===== src/rtl/assert_macros.svh =====
// assertion helpers for the detector rtl
`ifndef ASSERT_MACROS_SVH
`define ASSERT_MACROS_SVH

`ifndef SYNTHESIS

// property checked at every clock edge outside reset
`define ASSERT_CLK(lbl, prop, msg) \
  lbl: assert property (@(posedge clk) disable iff (rst) (prop)) else $error(msg);

// condition that must never hold outside reset
`define ASSERT_NEVER(lbl, cond, msg) \
  lbl: assert property (@(posedge clk) disable iff (rst) !(cond)) else $error(msg);

`else

`define ASSERT_CLK(lbl, prop, msg)
`define ASSERT_NEVER(lbl, cond, msg)

`endif

`endif


===== src/rtl/sord_pkg.sv =====
`default_nettype none

package sord_pkg;

  // block constants
  localparam int RUN_LENGTH  = 5;
  localparam int SCAN_POINTS = 360;
  localparam int SECTORS     = 4;

  // field widths
  localparam int RANGE_W = 16;
  localparam int IDX_W   = 9;
  localparam int SPAN_W  = 18;
  localparam int LIMIT_W = 16;
  localparam int CFG_W   = 18;
  localparam int CFG_IDX_W = 3;
  localparam int CNT_W   = 3;

  // sector numbering
  localparam int S_FRONT_STOP = 0;
  localparam int S_REAR_STOP  = 1;
  localparam int S_FRONT_SLOW = 2;
  localparam int S_REAR_SLOW  = 3;

  // queue between classifier and run tracker
  localparam int QUEUE_DEPTH = 2;
  localparam int QPTR_W      = (QUEUE_DEPTH > 1) ? $clog2(QUEUE_DEPTH) : 1;
  localparam int QCNT_W      = $clog2(QUEUE_DEPTH + 1);

  // register reset values
  localparam logic [SECTORS-1:0][SPAN_W-1:0] SPAN_RESET = {
    18'd82119, 18'd174099, 18'd77009, 18'd163879
  };
  localparam logic [SECTORS-1:0][LIMIT_W-1:0] LIMIT_RESET = {
    16'd400, 16'd400, 16'd200, 16'd150
  };

  // configuration register indexes
  typedef enum logic [CFG_IDX_W-1:0] {
    CFG_FRONT_STOP_SPAN  = 3'd0,
    CFG_REAR_STOP_SPAN   = 3'd1,
    CFG_FRONT_SLOW_SPAN  = 3'd2,
    CFG_REAR_SLOW_SPAN   = 3'd3,
    CFG_FRONT_STOP_LIMIT = 3'd4,
    CFG_REAR_STOP_LIMIT  = 3'd5,
    CFG_FRONT_SLOW_LIMIT = 3'd6,
    CFG_REAR_SLOW_LIMIT  = 3'd7
  } cfg_idx_t;

  // input beat
  typedef struct packed {
    logic [RANGE_W-1:0] sample_range;
    logic [IDX_W-1:0]   sample_index;
    logic               scan_end;
  } in_t;

  // result beat
  typedef struct packed {
    logic front_stop_clear;
    logic rear_stop_clear;
    logic front_slow_clear;
    logic rear_slow_clear;
  } out_t;

  // classified sample as queued
  typedef struct packed {
    logic [SECTORS-1:0] hit;
    logic [SECTORS-1:0] wrap;
    logic               last;
  } cls_t;

  // queue head as seen by the run tracker
  typedef struct packed {
    logic valid;
    cls_t beat;
  } head_t;

endpackage

`default_nettype wire


===== src/rtl/sord_front.sv =====
`default_nettype none

module sord_front (
  input  wire logic                          clk,
  input  wire logic                          rst,
  input  wire logic                          cfg_we,
  input  wire logic [sord_pkg::CFG_IDX_W-1:0] cfg_index,
  input  wire logic [sord_pkg::CFG_W-1:0]    cfg_data,
  input  wire sord_pkg::in_t                 sample,
  output sord_pkg::cls_t                     cls
);
  import sord_pkg::*;

  logic [SECTORS-1:0][SPAN_W-1:0]  span;
  logic [SECTORS-1:0][LIMIT_W-1:0] limit;

  // configuration registers
  always_ff @(posedge clk) begin
    if (rst) begin
      span  <= SPAN_RESET;
      limit <= LIMIT_RESET;
    end else if (cfg_we) begin
      unique case (cfg_idx_t'(cfg_index))
        CFG_FRONT_STOP_SPAN:  span[S_FRONT_STOP]  <= cfg_data;
        CFG_REAR_STOP_SPAN:   span[S_REAR_STOP]   <= cfg_data;
        CFG_FRONT_SLOW_SPAN:  span[S_FRONT_SLOW]  <= cfg_data;
        CFG_REAR_SLOW_SPAN:   span[S_REAR_SLOW]   <= cfg_data;
        CFG_FRONT_STOP_LIMIT: limit[S_FRONT_STOP] <= cfg_data[LIMIT_W-1:0];
        CFG_REAR_STOP_LIMIT:  limit[S_REAR_STOP]  <= cfg_data[LIMIT_W-1:0];
        CFG_FRONT_SLOW_LIMIT: limit[S_FRONT_SLOW] <= cfg_data[LIMIT_W-1:0];
        CFG_REAR_SLOW_LIMIT:  limit[S_REAR_SLOW]  <= cfg_data[LIMIT_W-1:0];
        default: ;
      endcase
    end
  end

  // per sector membership and threshold compare
  always_comb begin
    logic [IDX_W-1:0] lo;
    logic [IDX_W-1:0] hi;
    logic             member;
    cls.last = sample.scan_end;
    for (int k = 0; k < SECTORS; k++) begin
      lo = span[k][SPAN_W-1:IDX_W];
      hi = span[k][IDX_W-1:0];
      if (sample.sample_index >= SCAN_POINTS) begin
        member = 1'b0;
      end else if (lo < hi) begin
        member = (sample.sample_index >= lo) && (sample.sample_index < hi);
      end else if (lo > hi) begin
        member = (sample.sample_index >= lo) || (sample.sample_index < hi);
      end else begin
        member = 1'b0;
      end
      cls.hit[k]  = member && (sample.sample_range <= limit[k]);
      cls.wrap[k] = lo > hi;
    end
  end

endmodule

`default_nettype wire


===== src/rtl/sord_queue.sv =====
`default_nettype none

module sord_queue (
  input  wire logic                       clk,
  input  wire logic                       rst,
  input  wire logic                       push,
  input  wire sord_pkg::cls_t             push_data,
  input  wire logic                       pop,
  output logic                            full,
  output logic [sord_pkg::QCNT_W-1:0]     count,
  output sord_pkg::head_t                 head
);
  import sord_pkg::*;

  cls_t              entry [QUEUE_DEPTH];
  logic [QPTR_W-1:0] wr_ptr;
  logic [QPTR_W-1:0] rd_ptr;

  assign full       = count == QCNT_W'(QUEUE_DEPTH);
  assign head.valid = count != '0;
  assign head.beat  = entry[rd_ptr];

  // pointer wrap at queue depth
  function automatic logic [QPTR_W-1:0] ptr_inc(input logic [QPTR_W-1:0] p);
    return (p == QPTR_W'(QUEUE_DEPTH - 1)) ? '0 : p + 1'b1;
  endfunction

  // entry storage
  always_ff @(posedge clk) begin
    if (push) begin
      entry[wr_ptr] <= push_data;
    end
  end

  // pointers and fill count
  always_ff @(posedge clk) begin
    if (rst) begin
      wr_ptr <= '0;
      rd_ptr <= '0;
      count  <= '0;
    end else begin
      if (push) begin
        wr_ptr <= ptr_inc(wr_ptr);
      end
      if (pop) begin
        rd_ptr <= ptr_inc(rd_ptr);
      end
      if (push && !pop) begin
        count <= count + 1'b1;
      end else if (pop && !push) begin
        count <= count - 1'b1;
      end
    end
  end

endmodule

`default_nettype wire


===== src/rtl/sord_back.sv =====
`default_nettype none

module sord_back (
  input  wire logic            clk,
  input  wire logic            rst,
  input  wire sord_pkg::head_t head,
  output logic                 pop,
  output logic                 out_valid,
  input  wire logic            out_ready,
  output sord_pkg::out_t       out_data
);
  import sord_pkg::*;

  logic [SECTORS-1:0][CNT_W-1:0] run_count;
  logic [SECTORS-1:0][CNT_W-1:0] head_run_count;
  logic [SECTORS-1:0]            head_run_open;
  logic [SECTORS-1:0]            run_found;

  logic [SECTORS-1:0][CNT_W-1:0] run_count_next;
  logic [SECTORS-1:0][CNT_W-1:0] head_run_count_next;
  logic [SECTORS-1:0]            head_run_open_next;
  logic [SECTORS-1:0]            run_found_next;
  logic [SECTORS-1:0]            clear;

  // a closing beat waits while the result register is still held
  assign pop = head.valid && (!head.beat.last || !out_valid || out_ready);

  function automatic logic [CNT_W-1:0] sat_inc(input logic [CNT_W-1:0] v);
    return (v >= CNT_W'(RUN_LENGTH)) ? CNT_W'(RUN_LENGTH) : v + 1'b1;
  endfunction

  // run counter update and end of scan verdict
  always_comb begin
    logic [CNT_W:0] joined;
    for (int k = 0; k < SECTORS; k++) begin
      run_count_next[k]      = run_count[k];
      head_run_count_next[k] = head_run_count[k];
      head_run_open_next[k]  = head_run_open[k];
      run_found_next[k]      = run_found[k];
      if (head.beat.hit[k]) begin
        run_count_next[k] = sat_inc(run_count[k]);
        if (head_run_open[k]) begin
          head_run_count_next[k] = sat_inc(head_run_count[k]);
        end
        if (run_count_next[k] >= CNT_W'(RUN_LENGTH)) begin
          run_found_next[k] = 1'b1;
        end
      end else begin
        run_count_next[k]     = '0;
        head_run_open_next[k] = 1'b0;
      end
      joined   = {1'b0, run_count_next[k]} + {1'b0, head_run_count_next[k]};
      clear[k] = !(run_found_next[k] ||
                   (head.beat.wrap[k] && joined >= (CNT_W+1)'(RUN_LENGTH)));
    end
  end

  // run state, cleared after each scan
  always_ff @(posedge clk) begin
    if (rst || (pop && head.beat.last)) begin
      run_count      <= '0;
      head_run_count <= '0;
      head_run_open  <= '1;
      run_found      <= '0;
    end else if (pop) begin
      run_count      <= run_count_next;
      head_run_count <= head_run_count_next;
      head_run_open  <= head_run_open_next;
      run_found      <= run_found_next;
    end
  end

  // result register
  always_ff @(posedge clk) begin
    if (rst) begin
      out_valid <= 1'b0;
    end else if (pop && head.beat.last) begin
      out_valid <= 1'b1;
    end else if (out_ready) begin
      out_valid <= 1'b0;
    end
  end

  always_ff @(posedge clk) begin
    if (pop && head.beat.last) begin
      out_data.front_stop_clear <= clear[S_FRONT_STOP];
      out_data.rear_stop_clear  <= clear[S_REAR_STOP];
      out_data.front_slow_clear <= clear[S_FRONT_SLOW];
      out_data.rear_slow_clear  <= clear[S_REAR_SLOW];
    end
  end

endmodule

`default_nettype wire


===== src/rtl/sector_obstacle_run_detector.sv =====
`default_nettype none

// Sector obstacle run detector. Range samples of a scan stream in one beat
// per cycle; each beat is checked against four sectors (front stop, rear
// stop, front slow, rear slow) on acceptance, queued in a two-entry queue,
// and folded into per-sector run counters one beat per cycle. The beat that
// carries scan_end yields one result beat with four clear flags through the
// queue and the result register (out_valid is set as the counters take
// it). The rate of one sample per cycle is set by the counter update, which
// takes one queued beat each cycle; a pending result that is not taken holds
// back only the next closing beat, and inputs keep flowing until the queue
// fills. Configuration writes through cfg_we/cfg_index/cfg_data take effect
// at the next clock edge and belong to idle periods between scans.
`include "assert_macros.svh"

module sector_obstacle_run_detector (
  input  wire logic                           clk,
  input  wire logic                           rst,
  input  wire logic                           in_valid,
  output logic                                in_ready,
  input  wire sord_pkg::in_t                  in_data,
  output logic                                out_valid,
  input  wire logic                           out_ready,
  output sord_pkg::out_t                      out_data,
  input  wire logic                           cfg_we,
  input  wire logic [sord_pkg::CFG_IDX_W-1:0] cfg_index,
  input  wire logic [sord_pkg::CFG_W-1:0]     cfg_data
);
  import sord_pkg::*;

  cls_t              cls;
  head_t             head;
  logic              push;
  logic              pop;
  logic              q_full;
  logic [QCNT_W-1:0] q_count;

  assign in_ready = !q_full;
  assign push     = in_valid && in_ready;

  // classifier and configuration
  sord_front u_front (
    .clk       (clk),
    .rst       (rst),
    .cfg_we    (cfg_we),
    .cfg_index (cfg_index),
    .cfg_data  (cfg_data),
    .sample    (in_data),
    .cls       (cls)
  );

  // decoupling queue
  sord_queue u_queue (
    .clk       (clk),
    .rst       (rst),
    .push      (push),
    .push_data (cls),
    .pop       (pop),
    .full      (q_full),
    .count     (q_count),
    .head      (head)
  );

  // run tracker and result register
  sord_back u_back (
    .clk       (clk),
    .rst       (rst),
    .head      (head),
    .pop       (pop),
    .out_valid (out_valid),
    .out_ready (out_ready),
    .out_data  (out_data)
  );

  // checks
  `ASSERT_NEVER(a_q_overfill, q_count > QCNT_W'(QUEUE_DEPTH), "queue count above depth")
  `ASSERT_NEVER(a_pop_empty, pop && !head.valid, "pop from empty queue")
  `ASSERT_CLK(a_no_overwrite, (pop && head.beat.last) |-> (!out_valid || out_ready), "result overwritten")
  `ASSERT_CLK(a_result_src, $rose(out_valid) |-> $past(pop && head.beat.last), "result without scan end")

endmodule

`default_nettype wire


===== config.mk =====
export PLATFORM = sky130hd
export DESIGN_NAME = sector_obstacle_run_detector
export DESIGN_NICKNAME = d
export VERILOG_FILES = /design/src/rtl/sord_pkg.sv /design/src/rtl/sord_front.sv /design/src/rtl/sord_queue.sv /design/src/rtl/sord_back.sv /design/src/rtl/sector_obstacle_run_detector.sv
export VERILOG_INCLUDE_DIRS = /design/src /design/src/rtl
export SDC_FILE = /design/constraint.sdc
export NUM_CORES = 1
export LEC_CHECK = 0
export ABC_AREA = 0
export CAP_MARGIN = 15
export CORE_ASPECT_RATIO = 0.5
export CORE_MARGIN = 8
export CORE_UTILIZATION = 50
export CTS_CLUSTER_DIAMETER = 80
export DETAILED_ROUTE_END_ITERATION = 16
export DONT_BUFFER_PORTS = 1
export MAX_ROUTING_LAYER = met4
export PLACE_DENSITY = 0.68
export SLEW_MARGIN = 20
export SYNTH_ARGS = -nofsm -noshare
export SYNTH_HDL_FRONTEND = slang
export SYNTH_SLANG_ARGS = --single-unit

===== constraint.sdc =====
create_clock -name clk -period 3 [get_ports clk]
set_input_delay 0.3 -clock clk [delete_from_list [all_inputs] [get_ports clk]]
set_output_delay 0.3 -clock clk [all_outputs]
set_load 0.05 [all_outputs]

After elaboration in Yosys (flattened, before gate mapping)
Memory sizes are Yosys's and may differ from the RTL's. A register that Yosys moved wholly into a read port is not among the register bits.
Cells that the tools add are included.

word-level totals
  register bits after elaboration = 177
  bits in latches = 0
  bits in writable memories = 18
  bits in read-only memories = 0
  output and inout bits = 6
  memories = 1

operators by class
  $add $sub $neg = 16
  multiply operators = 0
  divide/modulo/power cells = 0
  magnitude comparators = 37
  equal/unequal tests = 8
  shift-type cells = 0
  multiplexer cells = 50
  bitwise gates (word level) = 4
  reduce and logical (&&, ||, !) cells = 53

memory list
  name           depth  bits a word  read ports  clocked after Yosys merged registers in  wr ports  RTL line          source
  u_queue.entry  2      9            1           1                                        1         sord_queue.sv:15  cls_t entry [QUEUE_DEPTH];

operators by type and width
  operator                                                            count
  less-than comparator 9 bit                                          8
  <= comparator 16 bit                                                4
  2-to-1 mux 3 bit                                                    20
  greater-or-equal comparator 3 bit (second input constant)           12
  greater-or-equal comparator 9 bit                                   4
  > comparator 9 bit                                                  4
  2-to-1 mux 1 bit                                                    28
  adder 3 x 1 -> 3 bit (second input constant)                        8
  AND reduction 2 bit                                                 12
  logical AND 1 bit                                                   17
  adder 3 x 3 -> 4 bit                                                4
  greater-or-equal comparator 4 x 3 -> 1 bit (second input constant)  4
  == test 3 bit (second input constant)                               4
  logical OR 1 bit                                                    11
  greater-or-equal comparator 9 bit (second input constant)           1
  logical NOT 1 bit                                                   9
  == test 3 x 2 -> 1 bit (second input constant)                      2
  nonzero test 2 bit                                                  3
  2-to-1 mux 2 bit                                                    2
  NOT 1 bit                                                           4
  == test 3 x 1 -> 1 bit (second input constant)                      1
  logical NOT 3 bit                                                   1
  adder 1 bit (second input constant)                                 2
  adder 2 x 1 -> 2 bit (second input constant)                        1
  other kinds (2)                                                     2

Depth between registers and ports, before layout
  word-level depth = 9
  gate-level depth with buffers = 14

Modules after synthesis
A second synthesis with hierarchy kept.

unflattened totals
  cells, all modules = 1488
  area, all modules = 12171.7 um^2

modules (own cells, without submodules)
  module                        instances  cells an instance  area each (um^2)  sequential area each (um^2)
  sord_front                    1          1142               8927.3            2722.6
  sord_back                     1          294                2377.3            780.7
  sord_queue                    1          50                 857.1             640.6
  sector_obstacle_run_detector  1          2                  10.0              0.0

Worst setup path after synthesis
No wires, ideal clock.

  path kind = register to register
  start point = register with a tool-made name
  end point = register u_back.out_data[2] (netlist name)
  setup time = 0.157 ns
  data arrival time = 2.632 ns
  required time = 2.843 ns
  path slack = 0.212 ns
  stages on the path, launching flop included = 15
  path buffers = 1
  cell sequence = dfxtp_1 -> buf_6 -> mux2i_1 -> nor2b_1 -> nand2_1 -> nand2_1 -> o21ai_0 -> ha_1 -> inv_1 -> fa_1 -> nand2b_1 -> a221o_1 -> a211oi_1 -> nor2_1 -> nor3_1

==> flow_summary.json <==
{
  "cts_sinks": 196,
  "final_cell_mix": "nand2_1, ha_1, dfxtp_1",
  "cts-root-buf": "clkbuf_16",
  "synth_top_area_share": 0.2867,
  "core_sq_um": 23920,
  "min_period_ns": 2.848,
  "period_share": 0.9494,
  "start_util": 0.5078,
  "cts-buffers-inserted": 17,
  "peakVddDrop_mv": 0.3424,
  "hold_viol": 0,
  "min_path_type": "primary input to flop",
  "finalSetupViolCount": 0,
  "drt_iter0_drc": 719,
  "drc": 0,
  "cpPeakStageDelay_ns": 0.48,
  "first_pass_iters": 8,
  "p_per_area_nw_per_um2": 567.9,
  "r2r_cells": 12,
  "status": "completed",
  "gr-total-overflow": 0,
  "yosys.area_share.adder": 0.2095,
  "synth_simple_gate_area_frac": 0.1888,
  "cts_max_level": 4,
  "muxShareOfSynthArea": 0.01092,
  "die_h_um": 126.2,
  "finalClockSkew_ns": 0.01027,
  "antenna_found_initial": 1,
  "hold-path-cell-count": 2,
  "ys_warn_count": 0,
  "synth_top_cell_by_area": "dfxtp_1",
  "synth_xor_area_frac": 0.002884,
  "fmax_mhz": 351.1,
  "die_w_um": 236.4,
  "fin_nets": 1754,
  "slew_headroom": 0.3707,
  "grt_max_degree": 113,
  "grt_pass1_vias": 10070,
  "synth_top_family_by_area": "adder cells",
  "synth-compound-area-share": 0.1700,
  "crit_type": "flop to flop",
  "cap_violations": 0,
  "synth-main-ff-cell": "dfxtp_1",
  "cp.required_ns": 3.33,
  "slew_viol_final": 0,
  "post_cts.repair.setup_buffers": 0,
  "ys_ff_latch": 196,
  "stdcell_area_sq_um": 13290,
  "yosysSeqAreaShare": 0.3411,
  "clock_path_buffers": 2,
  "io_pins": 58,
  "rows": 40,
  "viasPerCell": 5.595,
  "yosysUniqueCellTypes": 55,
  "clkTransAtPathRegs_ns": 0.07,
  "wl_mm": 31.72,
  "worstMarginPinSlew_ns": 0.9411,
  "clock_latency_ns": 0.46,
  "grt_pass1_wl_mm": 51.09,
  "place_area_sq_um": 12400,
  "crit_fanout": 4,
  "place_congestion": 0.8866,
  "vias": 10240,
  "arrival_ns": 3.18,
  "rsz0062_at_grt": "no",
  "track_usage": 0.2186,
  "synthCells": 1502,
  "synth.cell_area_sq_um": 12150,
  "cp-end-kind": "flop",
  "synth_edf_count": 22,
  "hpwl_mm": 22.59,
  "port_buffers": 0,
  "synthArstFlopShare": 0,
  "layout_commonest_cell": "nand2_1",
  "start_kind": "flop",
  "cts_tree": "built",
  "tns_ns": 0,
  "p_leak_nw": 5.492,
  "cp_slowest_cell": "fa_1",
  "die_area_sq_um": 29840,
  "ant_nets": 0,
  "crit_path_cell_trace": "buf_4 > mux2i_4 > buf_4 > nand2b_1 > o21ai_2 > ha_1 > inv_1 > fa_1 > nand2b_1 > a221o_1 > a211oi_1 > o21a_1",
  "drive_gt1_frac": 0.05218,
  "synthTopCellsByArea": "dfxtp_1, ha_1, nand2_1",
  "syn_area_per_cell_sq_um": 8.088,
  "wl_per_cell_um": 17.33,
  "syn_nets": 1755,
  "area_growth_pct": 9.362
}
area by class of cell:
type	instances	area, sq um
clock buffer	19	464.2
clock inverter	13	118.9
tap	315	394.1
fill	2178	10640
antenna	1	2.502
timing repair buffer	45	420.4
inverter	163	611.8
multi-input combinational	1078	7128
sequential	196	4145
repair_timing:
action	4_1_cts	5_1_grt
hold endpoints to repair	144	0
resized for setup	1	12
hold buffers	22	0
setup endpoints to repair	1	4
pin swaps	0	0
flip-flops by register name, summed over array words and instances (netlist names), named ones only:
| name | cells |
|---|---|
| u_back.head_run_count | 12 |
| u_back.head_run_open | 4 |
| u_back.out_data | 4 |
| u_back.out_valid | 1 |
| u_back.run_count | 12 |
| u_back.run_found | 4 |
| u_front.limit | 64 |
| u_front.span | 72 |
| u_queue.count | 2 |
| u_queue.entry | 18 |
| u_queue.rd_ptr | 1 |
| u_queue.wr_ptr | 1 |
metal layers:
layer | vias to the layer above | wire length [um] | GRT usage | share of wire
li1 | 5095 | - | - | -
met4 | 0 | 784 | 0.07884 | 0.025
met5 | - | 0 | - | 0
met2 | 243 | 15610 | 0.3760 | 0.49
met1 | 4843 | 13620 | 0.2497 | 0.43
met3 | 57 | 1701 | 0.04919 | 0.054
path summary, 6_finish.rpt:
path | start | endpoint | slack, ns
max | flop | u_back.out_data[1] | 0.15
min | out_ready | u_back.out_valid | 0.06
max reg2reg | flop | u_back.out_data[1] | 0.15
min reg2reg | u_front.limit[38] | u_front.limit[38] | 0.46
power by group:
part	internal, W	leakage [nW]	switching, W	total (W)
clock network	0.00123	0.287	0.00110	0.00232
registers	0.00287	1.60	0.000180	0.00305
logic	0.000870	3.60	0.00130	0.00217
total	0.00497	5.49	0.00257	0.00754
synth_stat cells (all sizes together) (8+ instances only):
master and n:
nand2 311, ha 197, dfxtp 174, a21oi 172
inv 163, nor2 89, o21ai 40, clkbuf 38
a211o 32, buf 27, a21o 26, nand2b 25
nor3 24, a211oi 23, edfxtp 22, nand4 20
nor2b 19, nand3b 13, mux2i 11, nand3 8
kinds of logic (layout without fill, tap and decap cells):
kind of cell    count (synthesis)  after routing
mux                            13             13
compound gates                334            334
buf+inv                       228            240
xor+xnor                        4              4
simple gates                  526            526
flops                         196            196
other cells                     0              1
fa+ha+maj                     201            201
critical path: cells and delay by family, from the launching register on:
kind,cells,cell delay [ns]
AOI/OAI and AO/OA,4,0.89
adders and majority gates,2,0.68
buffers and inverters,3,0.38
and+or+nand+nor,2,0.25
muxes,1,0.20
DFF,1,0.35
metrics by stage:
step                      utilization  cells  hold slack [ns]  power (W)  worst slack (ns)
after floorplan                     -   1502           0.3989   0.004638            0.2116
after global routing           0.5553   1830          0.04702   0.007987           0.01559
final                          0.5553   1830          0.06173   0.007544            0.1519
after detailed placement       0.5185   1775           0.3992   0.005083           0.07730
after global placement         0.5185   1775           0.3992   0.004956            0.2169
after CTS                      0.5532   1829          0.04044   0.007522           0.02686
Power figures use the tool's default switching activity.
